## src/design/assert_macros.svh

```systemverilog
// Assertion shorthands, included by hrff_datapath.
`ifndef ASSERT_MACROS_SVH
`define ASSERT_MACROS_SVH

// Check on every clock edge outside reset.
`define ASSERT_CLK(label, prop, msg) \
  label: assert property (@(posedge clk) disable iff (rst) prop) else $error(msg);

// Check on every clock edge, reset included.
`define ASSERT_CLK_ALL(label, prop, msg) \
  label: assert property (@(posedge clk) prop) else $error(msg);

`endif

```

## src/design/hrff_pkg.sv

```systemverilog
package hrff_pkg;

  localparam int COORD_BITS  = 7;
  localparam int PID_W       = 21;
  localparam int GRID_W      = 8;
  localparam int DPN_W       = 7;
  localparam int AXES        = 3;
  localparam int MOD_STAGES  = 4;
  localparam int COORD_STEPS = GRID_W / MOD_STAGES;
  localparam int NODE_DIV_W  = 24;
  localparam int NODE_STEPS  = NODE_DIV_W / MOD_STAGES;

  typedef enum logic [1:0] {
    REG_GRID_X = 2'd0,
    REG_GRID_Y = 2'd1,
    REG_GRID_Z = 2'd2,
    REG_DPN    = 2'd3
  } reg_idx_t;

  typedef struct packed {
    logic [AXES-1:0][GRID_W-1:0] grid;
    logic [DPN_W-1:0]            dpn;
  } cfg_t;

  typedef struct packed {
    logic                        vld;
    logic [AXES-1:0][GRID_W-1:0] cu;
    logic [AXES-1:0][GRID_W-1:0] cv;
    logic [AXES-1:0][GRID_W-1:0] ru;
    logic [AXES-1:0][GRID_W-1:0] rv;
    logic [AXES-1:0]             neg;
    logic [NODE_DIV_W-1:0]       dd;
    logic [DPN_W-1:0]            rd;
    logic [PID_W-1:0]            dst;
    logic [AXES-1:0]             hnz;
    logic                        face;
    logic                        bad;
  } div_t;

  typedef struct packed {
    logic                       vld;
    logic [AXES-1:0][PID_W-1:0] cand;
    logic [AXES-1:0]            en;
    logic [PID_W-1:0]           lo;
    logic                       bad;
  } fix_t;

endpackage

```

## src/design/hrff_datapath.sv

```systemverilog
module hrff_datapath (
  input  logic                      clk,
  input  logic                      rst,
  input  hrff_pkg::cfg_t            cfg,
  input  logic                      in_valid,
  output logic                      in_ready,
  input  logic [20:0]               src_pid,
  input  logic [20:0]               dest_pid,
  input  logic signed [1:0]         halo_x,
  input  logic signed [1:0]         halo_y,
  input  logic signed [1:0]         halo_z,
  input  logic signed [1:0]         step_sign,
  output logic                      out_valid,
  input  logic                      out_ready,
  output logic                      routed,
  output logic [20:0]               via_pid,
  output logic                      src_bad
);
  import hrff_pkg::*;

  `include "assert_macros.svh"

  div_t stg [0:MOD_STAGES];
  div_t s0_next;
  fix_t fx;
  fix_t fx_next;
  logic adv;
  logic             routed_next;
  logic [PID_W-1:0] via_next;

  function automatic logic [GRID_W-1:0] mod_bit(input logic [GRID_W-1:0] r, input logic b,
                                                input logic [GRID_W-1:0] g);
    logic [GRID_W:0] w;
    w = {r, b};
    if (w >= {1'b0, g}) w = w - {1'b0, g};
    return w[GRID_W-1:0];
  endfunction

  function automatic logic [DPN_W-1:0] node_bit(input logic [DPN_W-1:0] r, input logic b,
                                                input logic [DPN_W-1:0] d);
    logic [DPN_W:0] w;
    w = {r, b};
    if (w >= {1'b0, d}) w = w - {1'b0, d};
    return w[DPN_W-1:0];
  endfunction

  function automatic div_t div_step(input div_t s, input cfg_t c);
    div_t n;
    n = s;
    for (int j = 0; j < COORD_STEPS; j++) begin
      for (int a = 0; a < AXES; a++) begin
        n.ru[a] = mod_bit(n.ru[a], n.cu[a][GRID_W-1], c.grid[a]);
        n.cu[a] = {n.cu[a][GRID_W-2:0], 1'b0};
        n.rv[a] = mod_bit(n.rv[a], n.cv[a][GRID_W-1], c.grid[a]);
        n.cv[a] = {n.cv[a][GRID_W-2:0], 1'b0};
      end
    end
    for (int j = 0; j < NODE_STEPS; j++) begin
      n.rd = node_bit(n.rd, n.dd[NODE_DIV_W-1], c.dpn);
      n.dd = {n.dd[NODE_DIV_W-2:0], 1'b0};
    end
    return n;
  endfunction

  function automatic logic [PID_W-1:0] interleave(input logic [AXES-1:0][COORD_BITS-1:0] w);
    logic [PID_W-1:0] p;
    p = '0;
    for (int b = 0; b < COORD_BITS; b++) begin
      for (int a = 0; a < AXES; a++) begin
        p[3*b + (AXES-1-a)] = w[a][b];
      end
    end
    return p;
  endfunction

  assign adv      = !out_valid || out_ready;
  assign in_ready = adv;

  always_comb begin
    logic signed [1:0] h [AXES];
    logic [AXES-1:0][COORD_BITS-1:0] c;
    logic signed [3:0] st;
    logic signed [8:0] t;
    logic [8:0] mag;
    logic [1:0] ah;
    logic [2:0] kind;
    h[0] = halo_x;
    h[1] = halo_y;
    h[2] = halo_z;
    kind = '0;
    s0_next = '0;
    s0_next.vld = in_valid;
    s0_next.dst = dest_pid;
    s0_next.dd  = {{(NODE_DIV_W-PID_W){1'b0}}, dest_pid};
    for (int a = 0; a < AXES; a++) begin
      for (int b = 0; b < COORD_BITS; b++) begin
        c[a][b] = src_pid[3*b + (AXES-1-a)];
      end
      st  = $signed({{2{step_sign[1]}}, step_sign}) * $signed({{2{h[a][1]}}, h[a]});
      t   = $signed({2'b00, c[a]}) + $signed({{5{st[3]}}, st});
      mag = t[8] ? 9'(-t) : 9'(t);
      ah  = h[a][1] ? 2'(~h[a] + 2'd1) : 2'(h[a]);
      kind = kind + {1'b0, ah};
      s0_next.cu[a]  = {1'b0, c[a]};
      s0_next.cv[a]  = mag[GRID_W-1:0];
      s0_next.neg[a] = t[8];
      s0_next.hnz[a] = (h[a] != 2'sd0);
      if ({1'b0, c[a]} >= cfg.grid[a]) s0_next.bad = 1'b1;
    end
    s0_next.face = (kind == 3'd1);
  end

  always_ff @(posedge clk) begin
    if (rst) begin
      for (int i = 0; i <= MOD_STAGES; i++) stg[i].vld <= 1'b0;
    end else if (adv) begin
      stg[0] <= s0_next;
      for (int i = 0; i < MOD_STAGES; i++) stg[i+1] <= div_step(stg[i], cfg);
    end
  end

  always_comb begin
    logic [AXES-1:0][COORD_BITS-1:0] wu;
    logic [AXES-1:0][COORD_BITS-1:0] wc;
    logic [GRID_W-1:0] r;
    for (int a = 0; a < AXES; a++) begin
      wu[a] = stg[MOD_STAGES].ru[a][COORD_BITS-1:0];
    end
    fx_next.vld = stg[MOD_STAGES].vld;
    fx_next.bad = stg[MOD_STAGES].bad;
    fx_next.en  = stg[MOD_STAGES].hnz & {AXES{~stg[MOD_STAGES].face}};
    fx_next.lo  = stg[MOD_STAGES].dst - {{(PID_W-DPN_W){1'b0}}, stg[MOD_STAGES].rd};
    for (int a = 0; a < AXES; a++) begin
      r = stg[MOD_STAGES].rv[a];
      if (stg[MOD_STAGES].neg[a] && r != '0) r = cfg.grid[a] - r;
      wc = wu;
      wc[a] = r[COORD_BITS-1:0];
      fx_next.cand[a] = interleave(wc);
    end
  end

  always_ff @(posedge clk) begin
    if (rst) begin
      fx.vld <= 1'b0;
    end else if (adv) begin
      fx <= fx_next;
    end
  end

  always_comb begin
    logic [AXES-1:0] m;
    logic [PID_W-1:0] diff;
    for (int a = 0; a < AXES; a++) begin
      diff = fx.cand[a] - fx.lo;
      m[a] = fx.en[a] && (fx.cand[a] >= fx.lo) &&
             (diff < {{(PID_W-DPN_W){1'b0}}, cfg.dpn});
    end
    routed_next = |m;
    via_next = '0;
    for (int a = AXES-1; a >= 0; a--) begin
      if (m[a]) via_next = fx.cand[a];
    end
  end

  always_ff @(posedge clk) begin
    if (rst) begin
      out_valid <= 1'b0;
    end else if (adv) begin
      out_valid <= fx.vld;
      routed    <= routed_next;
      via_pid   <= via_next;
      src_bad   <= fx.bad;
    end
  end

  `ASSERT_CLK(a_via_zero, out_valid && !routed |-> via_pid == '0, "via_pid set without route")
  `ASSERT_CLK(a_stall_blocks, out_valid && !out_ready |-> !in_ready, "transfer taken in stall")
  `ASSERT_CLK(a_face_no_route, stg[MOD_STAGES].vld && stg[MOD_STAGES].face && adv |=> fx.en == '0,
              "face halo enabled a candidate")
  `ASSERT_CLK_ALL(a_reset_idle, rst |=> !out_valid && !fx.vld, "pipeline valid after reset")

endmodule

```

## src/design/halo_reroute_face_finder.sv

```systemverilog
// A result passes stg[0], the divide stages, fx and the output registers.
// Throughput: one lookup per cycle without stalls; coordinate and node
// remainders run two and six quotient bits per stage through four stages.
// A stall on the result side holds every stage in place.
// Reset: synchronous, active high; clears all valid bits and sets the
// grid and node-size registers to 1.
module halo_reroute_face_finder (
  input  logic              clk,
  input  logic              rst,
  input  logic              psel,
  input  logic              penable,
  input  logic              pwrite,
  input  logic [3:0]        paddr,
  input  logic [31:0]       pwdata,
  output logic [31:0]       prdata,
  output logic              pready,
  input  logic              in_valid,
  output logic              in_ready,
  input  logic [20:0]       src_pid,
  input  logic [20:0]       dest_pid,
  input  logic signed [1:0] halo_x,
  input  logic signed [1:0] halo_y,
  input  logic signed [1:0] halo_z,
  input  logic signed [1:0] step_sign,
  output logic              out_valid,
  input  logic              out_ready,
  output logic              routed,
  output logic [20:0]       via_pid,
  output logic              src_bad
);
  import hrff_pkg::*;

  logic [GRID_W-1:0] grid_x;
  logic [GRID_W-1:0] grid_y;
  logic [GRID_W-1:0] grid_z;
  logic [DPN_W-1:0]  node_size;
  logic              wr;
  cfg_t              cfg;

  assign pready = 1'b1;
  assign wr     = psel && penable && pwrite && pready;

  always_ff @(posedge clk) begin
    if (rst) begin
      grid_x    <= GRID_W'(1);
      grid_y    <= GRID_W'(1);
      grid_z    <= GRID_W'(1);
      node_size <= DPN_W'(1);
    end else if (wr) begin
      case (reg_idx_t'(paddr[3:2]))
        REG_GRID_X: grid_x    <= pwdata[GRID_W-1:0];
        REG_GRID_Y: grid_y    <= pwdata[GRID_W-1:0];
        REG_GRID_Z: grid_z    <= pwdata[GRID_W-1:0];
        REG_DPN:    node_size <= pwdata[DPN_W-1:0];
        default: ;
      endcase
    end
  end

  always_comb begin
    case (reg_idx_t'(paddr[3:2]))
      REG_GRID_X: prdata = {{(32-GRID_W){1'b0}}, grid_x};
      REG_GRID_Y: prdata = {{(32-GRID_W){1'b0}}, grid_y};
      REG_GRID_Z: prdata = {{(32-GRID_W){1'b0}}, grid_z};
      REG_DPN:    prdata = {{(32-DPN_W){1'b0}}, node_size};
      default:    prdata = '0;
    endcase
  end

  // Treat zero as one.
  assign cfg.grid[0] = (grid_x == '0) ? GRID_W'(1) : grid_x;
  assign cfg.grid[1] = (grid_y == '0) ? GRID_W'(1) : grid_y;
  assign cfg.grid[2] = (grid_z == '0) ? GRID_W'(1) : grid_z;
  assign cfg.dpn     = (node_size == '0) ? DPN_W'(1) : node_size;

  hrff_datapath u_datapath (
    .clk       (clk),
    .rst       (rst),
    .cfg       (cfg),
    .in_valid  (in_valid),
    .in_ready  (in_ready),
    .src_pid   (src_pid),
    .dest_pid  (dest_pid),
    .halo_x    (halo_x),
    .halo_y    (halo_y),
    .halo_z    (halo_z),
    .step_sign (step_sign),
    .out_valid (out_valid),
    .out_ready (out_ready),
    .routed    (routed),
    .via_pid   (via_pid),
    .src_bad   (src_bad)
  );

endmodule
```

## config.mk

```make
export PLATFORM = sky130hd
export DESIGN_NAME = halo_reroute_face_finder
export DESIGN_NICKNAME = d
export VERILOG_FILES = /design/src/design/hrff_pkg.sv /design/src/design/hrff_datapath.sv /design/src/design/halo_reroute_face_finder.sv
export VERILOG_INCLUDE_DIRS = /design/src /design/src/design
export SDC_FILE = /design/constraint.sdc
export NUM_CORES = 2
export LEC_CHECK = 0
export BUFFER_PORTS_ARGS = -buffer_cell sky130_fd_sc_hd__buf_2
export CAP_MARGIN = 20
export CELL_PAD_IN_SITES_DETAIL_PLACEMENT = 0
export CELL_PAD_IN_SITES_GLOBAL_PLACEMENT = 1
export CORE_MARGIN = 2
export CORE_UTILIZATION = 42
export CTS_BUF_LIST = sky130_fd_sc_hd__clkbuf_16
export DETAILED_ROUTE_END_ITERATION = 10
export PLACE_DENSITY_LB_ADDON = 0.1
export SLEW_MARGIN = 10
export SYNTH_ARGS = -nofsm -noshare
export SYNTH_HDL_FRONTEND = slang
export SYNTH_SLANG_ARGS = --single-unit
```

## constraint.sdc

```tcl
create_clock -name clk -period 26.6 [get_ports clk]
set_input_delay 5.32 -clock clk [delete_from_list [all_inputs] [get_ports clk]]
set_output_delay 5.32 -clock clk [all_outputs]
set_load 0.01 [all_outputs]
```

==> impl_results.md <==
- Status: finished, final reports clean
- Cell accounting for the most synthesized area: edfxtp_1
- Post-route cell area: 58300 µm²
- Number of global-route vias before repair: 38563
- Die Width: 360 µm
- Clock transition at the registers of the reported paths: 0.06 ns
- Max clock buf depth: 3
- Post-route ant nets: 0
- Final Setup Violations: 0
- Buf/Inv on CP: 5
- WP data arrival: 15.16 ns
- Top-area cell type share of the netlist area: 32.4%
- Reg area: 17900 µm²
- Area growth, synth to finish: 9.62%
- Die span in y: 360 µm
- Placed cells: 7302
- CP peak stage delay: 0.77 ns
- Largest net degree at the start of global routing: 153
- Top Family by Delay on Critical Path: compound AO/OA/AOI/OAI gates
- Detail-routed net length per standard cell: around 19 µm
- Via density: 5.37
- Critical Path Stages: 62
- HPWL Detailed: 105000 µm
- Asr flop ratio synth: 0%
- Routability cong.: about 0.91
- Share of cells above drive strength 1: ~8.5%
- Multi-input gate area: approximately 33000 µm²
- Layout Cells excl Fill: 7443
- GR Overflow Total: 0
- Worst Hold Class: flop to flop
- Hold Path Depth: 0
- Most frequent CP cell: a21oi_1
- Fin Clk Skew: 0.0165 ns
- Most frequent cells after synthesis: ha_1, nor2_1, edfxtp_1
- Initial cell density of the core: 42.3%
- Seq cells post-synth: ~610
- Cts-stage hold buffer count: 0
- Most frequent cell after synthesis: ha_1
- Post-Synthesis Cells: 5644
- Slowest CP cell: a31oi_1
- First-pass GRT wire length: ~220000 µm
- Reg2reg end: u_datapath.stg[0][657]
- Setup Buffers After CTS: 0
- WL met1: 67100 µm
- Antenna violations before repair: 15
- Reg-to-reg startpoint: node_size[3]
- R2R cell count: 62
- # rows: 130
- Synth Flop Type: edfxtp_1
- Crit Path Class: flop to flop
- Critical Path Sink Type: flop
- Cell variety after synth: 95
- Setup tns final: 0 ns
- Hold Violations, Final: 0
- Vias: 39974
- Slew @ Worst Pin: 1.02 ns
- Total GRT Usage: a little over a fifth
- CTS tree: built
- Die Area: 130000 µm²
- Minimum clock period: 14.78 ns
- Slew headroom: a little under a third
- Initial drt markers: ~2400
- Setup crit start: node_size[3]
- Max Fclk: 0.0677 GHz
- Synth Warn #: 0
- EDFF count, synth: 574
- RSZ-0062 raised after global routing: false
- Fillers: 12116
- H-tree depth: 3
- Hold Startpoint: u_datapath.stg[0][730]
- CTS Sinks: 607
- Clk_lat worst skew: 0.67 ns
- FF-to-FF setup slack: 11.82 ns
- Final #Nets: 6561
- Core area: 126000 µm²
- Placement Cell Area: roughly 56000 µm²
- DRT Wirelength: 141000 µm
- Max Used Layer: met5
- Post-cts sizing count: 0
- Max-Cap Viols: 0
- Startpoint class of the critical path: flop
- Post-synthesis sequential area ratio: about 34%
- CP max FO: 16
- Ports: 151
- Worst hold path endpoint: u_datapath.fx[52]
- Num CTS Buffers: 78
- Mapped Area: 53200 µm²
- Metal3 WL: 6730 µm
- Drt pass-1 iters: 6
- Met2 Wirelength: 63500 µm
- CP Data Required Time: 26.99 ns
- Top post-synthesis cells by area: edfxtp_1, ha_1, nor2_1
- DRC errors left: 0
- Period Utilization, post-route: 55.5%
- Fin. max-slew vios: 0
- Synth Area per Inst: 9.43 µm²
- IO buf count: 99
- Clk root buf: clkbuf_16
==> registers in the layout, indices dropped and copies added (netlist names) <==
| name | flops |
|---|---|
| u_datapath.src_bad | 1 |
| grid_x | 8 |
| u_datapath.stg | 484 |
| u_datapath.out_valid | 1 |
| node_size | 7 |
| grid_y | 8 |
| grid_z | 8 |
| u_datapath.fx | 68 |
| u_datapath.routed | 1 |
| u_datapath.via_pid | 21 |
==> how the worst max path moves through the flow <==
stage | endpoint | slack, ns
after global routing | u_datapath.stg[0][659] | 10.35
after global placement | u_datapath.stg[0][657] | 11.96
after CTS | u_datapath.stg[0][657] | 11.89
final | u_datapath.stg[0][657] | 11.82
after floorplan | u_datapath.stg[0][226] | 3.33
after detailed placement | u_datapath.stg[0][657] | 11.93
==> logic make-up after synthesis <==
family / count (synthesis) / synth area share, %
simple gates: 1788 / 17.0
compound gates: 1299 / 15.4
fa+ha+maj: 736 / 18.4
buf+inv: 613 / 4.56
flops: 607 / 33.6
xor+xnor: 357 / 5.87
mux: 242 / 5.06
other cells: 2 / 0.0141
==> cell usage in the layout, fill, tap and decap left out, types with 78 or more instances in the layout <==
cell,Yosys,layout
ha_1,658,658
nor2_1,619,619
edfxtp_1,574,574
inv_1,413,421
a21oi_1,361,361
o21ai_0,355,353
xnor2_1,223,223
nor2b_1,221,221
and2_1,220,220
a21o_1,214,214
nand2_1,214,214
xor2_1,134,134
nand2b_1,129,129
mux2_2,127,127
mux2i_1,105,105
buf_2,10,99
nand4_1,87,87
nand3_1,81,81
clkbuf_16,0,80
fa_1,78,78
==> layer usage <==
metal	vias to the layer above	track usage, %
met5	-	0
met4	16	6.71
met3	206	3.81
met2	681	34.9
met1	18686	29.5
li1	20385	-
==> stage by stage <==
stage	worst slack [ns]	utilization, %	hold slack [ns]
after floorplan	3.33	-	0.400
final	11.82	46.4	0.416
after global routing	10.35	46.4	0.423
after CTS	11.89	46.4	0.417
after global placement	11.96	44.3	0.407
after detailed placement	11.93	44.3	0.405
==> worst register-to-register path, delay by kind of cell, from the launching register on <==
family | cells | cell delay (ns)
compound gates | 31 | 6.77
simple gates | 15 | 2.92
fa+ha+maj | 7 | 2.46
flops | 1 | 0.40
mux | 4 | 1.15
buf+inv | 5 | 0.79
==> area by class of cell <==
type / count / area share, %
diodes: 2 / 0.00858
well taps: 1650 / 3.54
clock buffers: 80 / 3.43
inverters: 413 / 2.67
flip-flops and latches: 607 / 30.7
repair buffers: 176 / 1.86
multi-input cells: 4456 / 56.6
clock inverters: 59 / 1.19
Power is not shown: default switching activity piles up to over one toggle a cycle in this logic, so the estimate is an artifact.
